## src/xrng_pkg.sv

```systemverilog
`timescale 1ns / 1ps
// ----------------------------------------------------------------------------
// xrng_pkg
// Shared constants, codes and controller/datapath types for the xorshift128
// random generator.
// ----------------------------------------------------------------------------
package xrng_pkg;

  // request modes
  localparam logic [1:0] MODE_SEED   = 2'd0;
  localparam logic [1:0] MODE_RAW    = 2'd1;
  localparam logic [1:0] MODE_RANGE  = 2'd2;
  localparam logic [1:0] MODE_UNUSED = 2'd3;

  localparam int unsigned WordW  = 32;
  localparam int unsigned SpanW  = WordW + 1;
  localparam int unsigned NWords = 4;
  localparam int unsigned IdxW   = $clog2(NWords);

  localparam logic [WordW-1:0] SeedMult  = 32'd1812433253;
  localparam logic [WordW-1:0] ResetW0   = 32'd123456789;
  localparam logic [WordW-1:0] ResetW1   = 32'd362436069;
  localparam logic [WordW-1:0] ResetW2   = 32'd521288629;
  localparam logic [WordW-1:0] ResetW3   = 32'd88675123;

  localparam int unsigned ShiftA     = 11;
  localparam int unsigned ShiftB     = 8;
  localparam int unsigned ShiftC     = 19;
  localparam int unsigned SeedShift  = 30;

  localparam logic [IdxW-1:0] SeedLast = IdxW'(NWords - 1);

  typedef enum logic [1:0] {
    OUT_RAW,
    OUT_RANGE,
    OUT_EMPTY
  } out_sel_e;

  typedef struct packed {
    logic            load;
    logic            seed_step;
    logic [IdxW-1:0] seed_idx;
    logic            advance;
    logic            mult;
    logic            out_load;
    out_sel_e        out_sel;
  } ctrl_cmd_t;

  typedef struct packed {
    logic [1:0] in_mode;
    logic       in_empty;
    logic [1:0] mode;
    logic       empty;
  } dp_status_t;

endpackage

```

## src/xrng_stream_if.sv

```systemverilog
`timescale 1ns / 1ps
// ----------------------------------------------------------------------------
// xrng request and result channels
// Valid/ready channels carrying one request beat and one result beat.
// ----------------------------------------------------------------------------
interface xrng_req_if;
  logic               valid;
  logic               ready;
  logic [1:0]         mode;
  logic [31:0]        seed;
  logic signed [31:0] range_min;
  logic signed [31:0] range_max;

  modport source (output valid, mode, seed, range_min, range_max, input ready);
  modport sink   (input valid, mode, seed, range_min, range_max, output ready);
endinterface

interface xrng_rsp_if;
  logic               valid;
  logic               ready;
  logic [31:0]        raw_word;
  logic signed [31:0] ranged_value;

  modport source (output valid, raw_word, ranged_value, input ready);
  modport sink   (input valid, raw_word, ranged_value, output ready);
endinterface

```

## src/xrng_ctrl.sv

```systemverilog
`timescale 1ns / 1ps
// ----------------------------------------------------------------------------
// xrng_ctrl
// Sequencer for reseed, draw and ranged draw; owns the result valid flag.
// ----------------------------------------------------------------------------
module xrng_ctrl import xrng_pkg::*; (
  input  logic       clk_i,
  input  logic       rst_ni,
  input  logic       req_valid_i,
  output logic       req_ready_o,
  output logic       rsp_valid_o,
  input  logic       rsp_ready_i,
  input  dp_status_t status_i,
  output ctrl_cmd_t  cmd_o
);

  localparam logic [2:0] ST_IDLE = 3'd0;
  localparam logic [2:0] ST_SEED = 3'd1;
  localparam logic [2:0] ST_ADV  = 3'd2;
  localparam logic [2:0] ST_MUL  = 3'd3;
  localparam logic [2:0] ST_EMIT = 3'd4;

  logic [2:0]      state_q, state_d;
  logic [IdxW-1:0] cnt_q, cnt_d;
  logic            out_valid_q, out_valid_d;
  logic            slot_free;

  assign slot_free = !out_valid_q || rsp_ready_i;

  always_comb begin
    state_d     = state_q;
    cnt_d       = cnt_q;
    req_ready_o = 1'b0;
    cmd_o       = '0;
    cmd_o.out_sel = OUT_RAW;
    unique case (state_q)
      ST_IDLE: begin
        req_ready_o = 1'b1;
        if (req_valid_i) begin
          cmd_o.load = 1'b1;
          unique case (status_i.in_mode)
            MODE_SEED: begin
              state_d = ST_SEED;
              cnt_d   = '0;
            end
            MODE_RAW:   state_d = ST_ADV;
            MODE_RANGE: state_d = status_i.in_empty ? ST_EMIT : ST_ADV;
            default:    state_d = ST_IDLE;
          endcase
        end
      end
      ST_SEED: begin
        cmd_o.seed_step = 1'b1;
        cmd_o.seed_idx  = cnt_q;
        cnt_d           = cnt_q + 1'b1;
        if (cnt_q == SeedLast) state_d = ST_IDLE;
      end
      ST_ADV: begin
        if (status_i.mode == MODE_RAW) begin
          // raw draw goes straight to the result register
          if (slot_free) begin
            cmd_o.advance  = 1'b1;
            cmd_o.out_load = 1'b1;
            cmd_o.out_sel  = OUT_RAW;
            state_d        = ST_IDLE;
          end
        end else begin
          cmd_o.advance = 1'b1;
          state_d       = ST_MUL;
        end
      end
      ST_MUL: begin
        cmd_o.mult = 1'b1;
        state_d    = ST_EMIT;
      end
      ST_EMIT: begin
        if (slot_free) begin
          cmd_o.out_load = 1'b1;
          cmd_o.out_sel  = status_i.empty ? OUT_EMPTY : OUT_RANGE;
          state_d        = ST_IDLE;
        end
      end
      default: state_d = ST_IDLE;
    endcase
  end

  always_comb begin
    out_valid_d = out_valid_q;
    if (cmd_o.out_load) out_valid_d = 1'b1;
    else if (rsp_ready_i) out_valid_d = 1'b0;
  end

  assign rsp_valid_o = out_valid_q;

  always_ff @(posedge clk_i or negedge rst_ni) begin
    if (!rst_ni) begin
      state_q     <= ST_IDLE;
      cnt_q       <= '0;
      out_valid_q <= 1'b0;
    end else begin
      state_q     <= state_d;
      cnt_q       <= cnt_d;
      out_valid_q <= out_valid_d;
    end
  end

endmodule

```

## src/xrng_datapath.sv

```systemverilog
`timescale 1ns / 1ps
// ----------------------------------------------------------------------------
// xrng_datapath
// Generator words, seed recurrence, range multiplier and result register.
// ----------------------------------------------------------------------------
module xrng_datapath import xrng_pkg::*; (
  input  logic                    clk_i,
  input  logic                    rst_ni,
  input  logic [1:0]              req_mode_i,
  input  logic [WordW-1:0]        req_seed_i,
  input  logic signed [WordW-1:0] req_min_i,
  input  logic signed [WordW-1:0] req_max_i,
  input  ctrl_cmd_t               cmd_i,
  output dp_status_t              status_o,
  output logic [WordW-1:0]        raw_word_o,
  output logic signed [WordW-1:0] ranged_value_o
);

  logic [WordW-1:0]        words_q [NWords];
  logic [WordW-1:0]        p_q;
  logic [WordW-1:0]        w_q;
  logic [WordW-1:0]        prod_hi_q;
  logic [SpanW-1:0]        span_q, span_d;
  logic signed [WordW-1:0] lo_q;
  logic [1:0]              mode_q;
  logic                    empty_q, in_empty;
  logic [WordW-1:0]        raw_q;
  logic signed [WordW-1:0] ranged_q;

  logic [WordW-1:0]        t_word, adv_word, mix, seed_word, off;
  logic [2*WordW-1:0]      prod;

  assign in_empty = (req_min_i >= req_max_i);
  assign span_d   = {req_max_i[WordW-1], req_max_i} - {req_min_i[WordW-1], req_min_i}
                    + SpanW'(1);

  assign t_word   = words_q[0] ^ (words_q[0] << ShiftA);
  assign adv_word = (words_q[3] ^ (words_q[3] >> ShiftC)) ^ (t_word ^ (t_word >> ShiftB));

  assign mix       = p_q ^ (p_q >> SeedShift);
  assign seed_word = SeedMult * mix + WordW'(cmd_i.seed_idx) + WordW'(1);

  assign prod = {{WordW{1'b0}}, w_q} * {{WordW{1'b0}}, span_q[WordW-1:0]};
  // a full 2^32 span maps the word onto itself
  assign off  = span_q[SpanW-1] ? w_q : prod_hi_q;

  always_ff @(posedge clk_i or negedge rst_ni) begin
    if (!rst_ni) begin
      words_q[0] <= ResetW0;
      words_q[1] <= ResetW1;
      words_q[2] <= ResetW2;
      words_q[3] <= ResetW3;
    end else if (cmd_i.seed_step) begin
      words_q[cmd_i.seed_idx] <= seed_word;
    end else if (cmd_i.advance) begin
      words_q[0] <= words_q[1];
      words_q[1] <= words_q[2];
      words_q[2] <= words_q[3];
      words_q[3] <= adv_word;
    end
  end

  always_ff @(posedge clk_i) begin
    if (cmd_i.load) begin
      mode_q  <= req_mode_i;
      empty_q <= in_empty;
      lo_q    <= req_min_i;
      span_q  <= span_d;
      p_q     <= req_seed_i;
    end else if (cmd_i.seed_step) begin
      p_q <= seed_word;
    end
    if (cmd_i.advance) w_q <= adv_word;
    if (cmd_i.mult) prod_hi_q <= prod[2*WordW-1:WordW];
    if (cmd_i.out_load) begin
      unique case (cmd_i.out_sel)
        OUT_RAW: begin
          raw_q    <= adv_word;
          ranged_q <= '0;
        end
        OUT_RANGE: begin
          raw_q    <= w_q;
          ranged_q <= lo_q + $signed(off);
        end
        OUT_EMPTY: begin
          raw_q    <= '0;
          ranged_q <= lo_q;
        end
        default: begin
          raw_q    <= '0;
          ranged_q <= '0;
        end
      endcase
    end
  end

  assign status_o.in_mode  = req_mode_i;
  assign status_o.in_empty = in_empty;
  assign status_o.mode     = mode_q;
  assign status_o.empty    = empty_q;

  assign raw_word_o     = raw_q;
  assign ranged_value_o = ranged_q;

endmodule

```

## src/xorshift128_random_generator_core.sv

```systemverilog
`timescale 1ns / 1ps
// raw draw: the shift-xor step writes the result; no new request is taken before that
// ranged draw: the advance, the 32x32 range multiply and the offset add, in that order
// empty range (min >= max): no advance; reseed: one multiply per word
// an unused mode is dropped in the accept cycle
// reset loads the four standard xorshift128 words; no result is pending after reset
// ----------------------------------------------------------------------------
// xorshift128_random_generator_core
// xorshift128 generator with seeded reload and exact mapping into a range.
// ----------------------------------------------------------------------------
module xorshift128_random_generator_core import xrng_pkg::*; (
  input  logic      clk_i,
  input  logic      rst_ni,
  xrng_req_if.sink  req_i,
  xrng_rsp_if.source rsp_o
);

  ctrl_cmd_t  cmd;
  dp_status_t status;

  xrng_ctrl u_ctrl (
    .clk_i       (clk_i),
    .rst_ni      (rst_ni),
    .req_valid_i (req_i.valid),
    .req_ready_o (req_i.ready),
    .rsp_valid_o (rsp_o.valid),
    .rsp_ready_i (rsp_o.ready),
    .status_i    (status),
    .cmd_o       (cmd)
  );

  xrng_datapath u_dp (
    .clk_i          (clk_i),
    .rst_ni         (rst_ni),
    .req_mode_i     (req_i.mode),
    .req_seed_i     (req_i.seed),
    .req_min_i      (req_i.range_min),
    .req_max_i      (req_i.range_max),
    .cmd_i          (cmd),
    .status_o       (status),
    .raw_word_o     (rsp_o.raw_word),
    .ranged_value_o (rsp_o.ranged_value)
  );

endmodule

```

## src/flat_wrapper.sv

```systemverilog
// flat-port wrapper written by rule: the top's interface ports become plain ports
module xorshift128_random_generator_core_flat import xrng_pkg::*;
  (clk_i, rst_ni, req_i_valid, req_i_mode, req_i_seed, req_i_range_min, req_i_range_max, req_i_ready, rsp_o_valid, rsp_o_raw_word, rsp_o_ranged_value, rsp_o_ready);
  xrng_req_if req_i_i ();
  xrng_rsp_if rsp_o_i ();
  input  logic clk_i;
  input  logic rst_ni;
  input wire logic [$bits(req_i_i.valid)-1:0] req_i_valid;
  input wire logic [$bits(req_i_i.mode)-1:0] req_i_mode;
  input wire logic [$bits(req_i_i.seed)-1:0] req_i_seed;
  input wire logic [$bits(req_i_i.range_min)-1:0] req_i_range_min;
  input wire logic [$bits(req_i_i.range_max)-1:0] req_i_range_max;
  output wire logic [$bits(req_i_i.ready)-1:0] req_i_ready;
  output wire logic [$bits(rsp_o_i.valid)-1:0] rsp_o_valid;
  output wire logic [$bits(rsp_o_i.raw_word)-1:0] rsp_o_raw_word;
  output wire logic [$bits(rsp_o_i.ranged_value)-1:0] rsp_o_ranged_value;
  input wire logic [$bits(rsp_o_i.ready)-1:0] rsp_o_ready;
  assign req_i_i.valid = req_i_valid;
  assign req_i_i.mode = req_i_mode;
  assign req_i_i.seed = req_i_seed;
  assign req_i_i.range_min = req_i_range_min;
  assign req_i_i.range_max = req_i_range_max;
  assign req_i_ready = req_i_i.ready;
  assign rsp_o_valid = rsp_o_i.valid;
  assign rsp_o_raw_word = rsp_o_i.raw_word;
  assign rsp_o_ranged_value = rsp_o_i.ranged_value;
  assign rsp_o_i.ready = rsp_o_ready;
  xorshift128_random_generator_core u_core (.clk_i(clk_i), .rst_ni(rst_ni), .req_i(req_i_i), .rsp_o(rsp_o_i));
endmodule
```

## config.mk

```make
export PLATFORM = sky130hd
export DESIGN_NAME = xorshift128_random_generator_core_flat
export DESIGN_NICKNAME = d
export VERILOG_FILES = /design/src/xrng_pkg.sv /design/src/xrng_stream_if.sv /design/src/xrng_ctrl.sv /design/src/xrng_datapath.sv /design/src/xorshift128_random_generator_core.sv /design/src/flat_wrapper.sv
export SDC_FILE = /design/constraint.sdc
export NUM_CORES = 2
export LEC_CHECK = 0
export BUFFER_PORTS_ARGS = -buffer_cell sky130_fd_sc_hd__clkbuf_2
export CAP_MARGIN = 20
export CORE_ASPECT_RATIO = 1.1
export CORE_MARGIN = 4
export CORE_UTILIZATION = 58
export DETAILED_ROUTE_END_ITERATION = 10
export PLACE_DENSITY_LB_ADDON = 0.05
export SYNTH_ARGS = -nofsm -noshare
export SYNTH_HDL_FRONTEND = slang
export SYNTH_HIERARCHICAL = 1
export SYNTH_SLANG_ARGS = --single-unit
```

## constraint.sdc

```tcl
create_clock -name clk_i -period 9.5 [get_ports clk_i]
set_input_delay 0.475 -clock clk_i [delete_from_list [all_inputs] [get_ports clk_i]]
set_output_delay 0.475 -clock clk_i [all_outputs]
set_load 0.05 [all_outputs]
```

## Word-level counts from Yosys, hierarchy flattened

Cells that the tools add are included.

| word-level totals | value |
|---|---|
| output and inout bits | 66 |
| logic and storage cells | 93 |
| flip-flop bits (word level) | 362 |
| bits of input ports | 102 |

| operators by class | value |
|---|---|
| mux-type cells | 35 |
| reduce and logical (&&, ||, !) cells | 12 |
| multipliers | 2 |
| magnitude comparators | 3 |
| $add $sub $neg | 6 |
| eq/ne operators | 13 |
| bitwise operators | 6 |

Operators by type and width:

| operator | number |
|---|---|
| $mux W128 | 2 |
| $bwmux W128 | 1 |
| $mux W32 | 4 |
| $pmux W32 S2 | 2 |
| $demux W32 S2 | 1 |
| $mul A32 B32 Y64 | 1 |
| $xor A32 B32 Y32 | 2 |
| $add A33 B1 Y33 const B | 1 |
| $sub A32 B32 Y33 | 1 |
| $add A32 B1 Y32 const B | 1 |
| $add A32 B2 Y32 | 1 |
| $add A32 B32 Y32 | 1 |
| $ge A32 B32 Y1 | 1 |
| $mul A31 B32 Y32 const A | 1 |
| $xor A32 B13 Y32 | 1 |
| $xor A32 B2 Y32 | 1 |
| $xor A32 B24 Y32 | 1 |
| $mux W3 | 9 |
| $pmux W3 S5 | 1 |
| $mux W1 | 9 |
| $pmux W3 S3 | 1 |
| $reduce_bool A2 Y1 | 4 |
| $eq A2 B1 Y1 const B | 3 |
| $eq A2 B2 Y1 const B | 3 |
| 19 further kinds | 24 |

## Longest topological paths before layout

| depth | value |
|---|---|
| depth after elaboration | 9 |
| gate-level depth with buffers | 28 |
| mapped depth without buffers | 27 |

## By module

Netlist, hierarchy kept.

Modules (own cells, without submodules):

| module | area an instance (um2) | instances | cells an instance | sequential area each (um2) |
|---|---|---|---|---|
| xrng_datapath | 58716.3 | 1 | 5910 | 10126.0 |
| xrng_ctrl | 485.5 | 1 | 50 | 150.1 |

## Least setup slack after synthesis

OpenSTA, ideal clock, no wires.

| path | value |
|---|---|
| kind | reg2reg |
| start | register u_core.u_dp.w_q[10] |
| end | register u_core.u_dp.prod_hi_q[25] (data pin) |
| path buffers | 1 |
| arrival | 7.060 ns |
| clock period less this slack | 7.320 ns |
| stages on the path, launching flop included | 26 |
| data required time | 9.240 ns |
| path slack | 2.180 ns |
| library setup time | 0.260 ns |
| cell sequence | edfxtp_1 > clkbuf_1 > and2_1 > fa_1 > inv_1 > fa_1 > inv_1 > fa_1 > inv_1 > fa_1 > inv_1 > fa_1 > fa_1 > fa_1 > fa_1 > ha_1 > a21oi_1 > o21ai_0 > a211o_1 > a211o_1 > o2111ai_2 > nand4_2 > a31o_2 > a41o_1 > a221oi_2 > xnor2_1 |

| on the way | value |
|---|---|
| word-level cells in the longest chain between the ends | 1 |

Ends and longest elaborated chain:

| what | RTL line | RTL |
|---|---|---|
| start: declaration | xrng_datapath.sv:21 | `logic [WordW-1:0] w_q;` |
| start signal: assignment | xrng_datapath.sv:73 | `if (cmd_i.advance) w_q <= adv_word;` |
| $mul A32 B32 Y64 | xrng_datapath.sv:43 | `assign prod = {{WordW{1'b0}}, w_q} * {{WordW{1'b0}}, span_q[WordW-1:0]};` |
| via u_core.u_dp.prod[57] | xrng_datapath.sv:31 | `logic [2*WordW-1:0] prod;` |
| end signal: assignment | xrng_datapath.sv:74 | `if (cmd_i.mult) prod_hi_q <= prod[2*WordW-1:WordW];` |
| end: declaration | xrng_datapath.sv:22 | `logic [WordW-1:0] prod_hi_q;` |

The timed path passes the listed nets, and every way through them passes these cells.
A chain may end at the register's enable or synchronous reset.

## Worst setup path in the final report

| path | value |
|---|---|
| start | register u_core.u_dp.w_q[10] |
| end | register u_core.u_dp.prod_hi_q[14] (data pin) |

The elaborated chain is that of the path after synthesis.

==> results by stage <==
Outcome:
- The run finished with clean final reports.

Placed design:
- The placer congestion estimate is 0.949.
- The HPWL after detailed placement is 145 mm.
- The count of buffers added on input and output ports is 167.

Floorplanning:
- In this run the horizontal extent of the chip is 313 um.
- The vertical extent of the die is 343 um.
- 168 I/O pins were placed.
- The floorplan step defined a core boundary enclosing 101000 um^2.
- The initial utilization of the core area, before any placement, comes to 0.587.
- The overall die area is 107000 um^2.
- The number of cell rows is 122.

Cells and area:
- The number of nets at the end of the flow is 7796.
- The signed area change from the synthesized netlist to the final layout is 7.05%.
- In the final layout, the share of cells above drive strength 1 is 0.0846.
- The layout has 8569 filler cells.
- The library cells used most frequently in the layout, excluding fill and tap cells, are sky130_fd_sc_hd__inv_1 (1214), sky130_fd_sc_hd__fa_1 (1046), sky130_fd_sc_hd__and2_1 (612).
- The most frequent standard cell in the layout excluding fill and tap cells is sky130_fd_sc_hd__inv_1.

Synthesis:
- sky130_fd_sc_hd__fa_1 takes more of the synthesized area than any other cell.
- The synthesized area divided by synthesized cell count is 9.93 um^2.
- The share of flip-flops with an asynchronous set or reset is 0.370.
- For this run, the register share of the synthesized area comes to 0.174.
- The prevailing post-synth register cell is sky130_fd_sc_hd__edfxtp_1.
- The cell area after technology mapping is 59200 um^2.
- By area the synthesized netlist is led by sky130_fd_sc_hd__fa_1 (35%), sky130_fd_sc_hd__ha_1 (13%), sky130_fd_sc_hd__edfxtp_1 (12%).
- During synthesis, Yosys emitted a total of 6 warnings.
- Of the total synthesized cell area, the portion taken by AND, OR, NAND and NOR gates is 0.133.
- The number of flops mapped to enable cells by yosys is 228.
- Of the total synthesized cell area, the portion taken by XOR and XNOR cells is 0.0343.
- Counting flops and latches in the post-synthesis netlist gives 362.
- The synthesized-area fraction occupied by adder cells is 0.481.
- The portion of synthesized area spent on multiplexers is 0.00913.
- After technology mapping, the gate count stands at 5960.
- The dominant combinational cell family by area after synthesis is adder cells.
- The synthesized netlist contains 90 unique library cells.
- Counting every net in the synthesized netlist gives 7712.
- The share of the synthesized area in compound gates (AO/OA/AOI/OAI) is 0.0741.
- The fraction of synthesized cell area taken by the top area cell type is 0.354.

Worst setup path:
- The type of element capturing the critical path is a register.
- The critical path starts at u_core/u_dp/w_q[10].
- The worst setup path is launched from a register.
- The highest net fanout along the worst path is 23.
- The slowest stage of the critical path is the sky130_fd_sc_hd__edfxtp_1 cell.
- The cell family with the largest share of critical-path delay is adder cells.
- The critical path ends at u_core/u_dp/prod_hi_q[14].
- The worst setup path is of the register to register kind.
- The maximum cell stage delay along the critical path is 840 ps.
- The startpoint of the worst-slack reg-to-reg timing path is u_core/u_dp/w_q[10].
- The arrival time at the worst endpoint is 9110 ps.
- In this run the number of cells on the critical path is 22.
- In this run the critical register-to-register path is captured at u_core/u_dp/prod_hi_q[14].
- The required time of the critical path is 9830 ps.
- The signal on the critical path passes through buf_4 > and2_1 > fa_1 > fa_1 > inv_1 > fa_1 > fa_1 > fa_1 > inv_1 > fa_1 > fa_1 > fa_1 > ha_1 > and4_1 > nand3_1 > nor4_2 > o2111ai_2 > and3_1 > o31a_1 > o311ai_1 > o211ai_1 > xnor2_1.
- The most numerous cell type found on the critical path is sky130_fd_sc_hd__fa_1.
- The buffer and inverter count on the worst path is 3.
- The worst register-to-register path has a setup slack of 720 ps.
- Measured in cells, the most critical reg-to-reg path has a length of 22.

Timing:
- The post-route clock period utilization is 0.924.
- For the pin with the worst max-slew slack, the measured transition is 1160 ps.
- On the final layout, the worst clock skew is 19.6 ps.
- Headroom to the max-slew limit came out at 0.226.
- The minimum clock period after layout is 8780 ps.
- The total setup violations reported at the end of the flow is 0.
- The final-report hold violation count is 0.
- The summed negative setup slack over all endpoints is 0 ps.
- Based on the critical path, the design can be clocked at up to 114 MHz.
- Setup repair after global routing left no endpoint under its margin.
- The number of max-slew violations in the final report is 0.

Drt:
- The post-detailed-routing wire length is 183 mm.
- The final routed DRC violation total is 0.
- Once detail routing completed, the nets flagged for antenna violations numbered 0.
- For this block, the via count after detailed routing is 43100.
- The detailed router finished its first iteration with 3051 violations.
- The per-cell routed wire length is 24.6 um.
- The first TritonRoute pass finished after 7 iterations.
- Using the TritonRoute via totals, the vias-per-cell ratio works out to 5.79.

Clock tree:
- The clock slew at the register clock pins of the worst setup and hold paths is 60 ps.
- CTS placed an instance of sky130_fd_sc_hd__clkbuf_16 at the clock tree root.
- Clock latency on the worst-skew pair, taken at its later pin, is 590 ps.
- The number of clock sinks seen by CTS is 362.
- Clock tree synthesis inserted a total of 43 buffers.
- In this run the number of H-tree levels came out at 2.
- The TritonCTS clock tree is done.
- The maximum number of buffers from clock root to sink is 3.

Global routing:
- The overall global routing resource usage is 0.350.
- The number of antenna violations at the first check in global routing is 10.
- The largest net degree at the start of global routing is 72.
- The via count of the first global-routing pass is 46600.
- The first global-routing pass estimated 281 mm of wire.
- The total congestion overflow after global routing is 0.

Min path:
- The kind of path behind the tightest hold check is input pin to register.

Flow run:
- The tool flagged a number of max-cap violations equal to 0.
-- worst reg2reg max path, stage by stage, from the launching register on --
cell	delay, ps
sky130_fd_sc_hd__edfxtp_1	840
sky130_fd_sc_hd__buf_4	500
sky130_fd_sc_hd__and2_1	210
sky130_fd_sc_hd__fa_1	430
sky130_fd_sc_hd__fa_1	540
sky130_fd_sc_hd__inv_1	70
sky130_fd_sc_hd__fa_1	440
sky130_fd_sc_hd__fa_1	520
sky130_fd_sc_hd__fa_1	540
sky130_fd_sc_hd__inv_1	50
sky130_fd_sc_hd__fa_1	450
sky130_fd_sc_hd__fa_1	510
sky130_fd_sc_hd__fa_1	420
sky130_fd_sc_hd__ha_1	280
sky130_fd_sc_hd__and4_1	360
sky130_fd_sc_hd__nand3_1	220
sky130_fd_sc_hd__nor4_2	500
sky130_fd_sc_hd__o2111ai_2	420
sky130_fd_sc_hd__and3_1	320
sky130_fd_sc_hd__o31a_1	360
sky130_fd_sc_hd__o311ai_1	260
sky130_fd_sc_hd__o211ai_1	150
sky130_fd_sc_hd__xnor2_1	140
-- routing by layer --
metal	part of all wire	GRT usage	vias up
li1	-	-	18700
met1	0.38	0.439	22200
met2	0.48	0.591	1653
met3	0.068	0.0510	494
met4	0.067	0.188	14
met5	0.00054	0	-
-- cells by family (layout without fill, tap and decap cells) --
logic type                 count (synthesis)  in the layout
DFF                                      362            362
other                                      0              1
AOI/OAI and AO/OA                        671            671
and+or+nand+nor                         1513           1513
xor gates and xnor gates                 232            232
adders and majority gates               1650           1650
buffers and inverters                   1483           1599
muxes                                     49             49
-- worst min-delay path by stage --
stage | startpoint | endpoint | slack [ps] | cells after the start
after floorplan | rst_ni | u_core/u_ctrl/cnt_q[0] | 180 | 0
after global placement | u_core/u_dp/words_q[34] | u_core/u_dp/words_q[34] | 450 | 2
after detailed placement | u_core/u_dp/words_q[34] | u_core/u_dp/words_q[34] | 460 | 2
after CTS | req_i_range_min[3] | u_core/u_dp/lo_q[3] | 90 | 1
after global routing | req_i_range_min[0] | u_core/u_dp/lo_q[0] | 110 | 1
final | req_i_range_min[3] | u_core/u_dp/lo_q[3] | 120 | 1
-- layout make-up --
type,count,area (um^2),share of cell area
multi-input cells,4115,43400,0.685
inverters,1215,4560,0.0720
well taps,1364,1710,0.0269
diodes,1,2.50,0.0000395
repair buffers,307,1970,0.0311
clock inverters,29,339,0.00535
clock buffers,48,1140,0.0179
flip-flops and latches,362,10300,0.162
-- synth_stat cells, types with 15 or more instances --
cell type / instances
sky130_fd_sc_hd__dfrtp_1: 73
sky130_fd_sc_hd__nand4_1: 25
sky130_fd_sc_hd__nand2_1: 547
sky130_fd_sc_hd__dfstp_2: 61
sky130_fd_sc_hd__ha_1: 604
sky130_fd_sc_hd__xnor2_1: 187
sky130_fd_sc_hd__o211ai_1: 15
sky130_fd_sc_hd__a22o_1: 32
sky130_fd_sc_hd__a21oi_1: 129
sky130_fd_sc_hd__and2_1: 613
sky130_fd_sc_hd__o21bai_1: 17
sky130_fd_sc_hd__a21o_1: 54
sky130_fd_sc_hd__xor2_1: 45
sky130_fd_sc_hd__nor2_1: 110
sky130_fd_sc_hd__inv_1: 1214
sky130_fd_sc_hd__edfxtp_1: 228
sky130_fd_sc_hd__mux2_2: 36
sky130_fd_sc_hd__o21ai_0: 165
sky130_fd_sc_hd__nor2b_1: 43
sky130_fd_sc_hd__nor3_1: 31
sky130_fd_sc_hd__and3_1: 32
sky130_fd_sc_hd__nand3_1: 27
sky130_fd_sc_hd__clkbuf_1: 257
sky130_fd_sc_hd__o21a_1: 34
sky130_fd_sc_hd__fa_1: 1046
sky130_fd_sc_hd__nand2b_1: 28
sky130_fd_sc_hd__a22oi_1: 121
-- state kept, by name, indices dropped and copies added (netlist names) --
register,count
u_core/u_dp/w_q,32
u_core/u_dp/mode_q,2
u_core/u_dp/words_q,128
u_core/u_dp/prod_hi_q,32
u_core/u_dp/ranged_value_o,32
u_core/u_ctrl/state_q,3
u_core/u_dp/raw_word_o,32
u_core/u_ctrl/rsp_valid_o,1
u_core/u_dp/lo_q,32
u_core/u_dp/span_q,33
u_core/u_dp/empty_q,1
u_core/u_ctrl/cnt_q,2
u_core/u_dp/p_q,32
-- metrics by stage --
stage | instances | utilization | setup slack (ps) | cell area (um^2) | hold slack (ps)
floorplan | 5960 | - | 2180 | 59200 | 179
global placement | 7359 | 0.613 | 903 | 61800 | 452
detailed placement | 7362 | 0.613 | 802 | 61900 | 456
CTS | 7440 | 0.628 | 811 | 63400 | 93.0
global route | 7440 | 0.628 | 474 | 63400 | 106
finish | 7441 | 0.628 | 721 | 63400 | 122
-- repair_timing --
action	4_1_cts	5_1_grt
hold endpoints to repair	34	0
buffers inserted	0	0
resized for setup	0	0
setup endpoints to repair	0	0
hold buffers	1	0
Power is left out: the tool's default activity adds up to more than one toggle a clock period on the data nets, which glitch-free logic cannot reach.
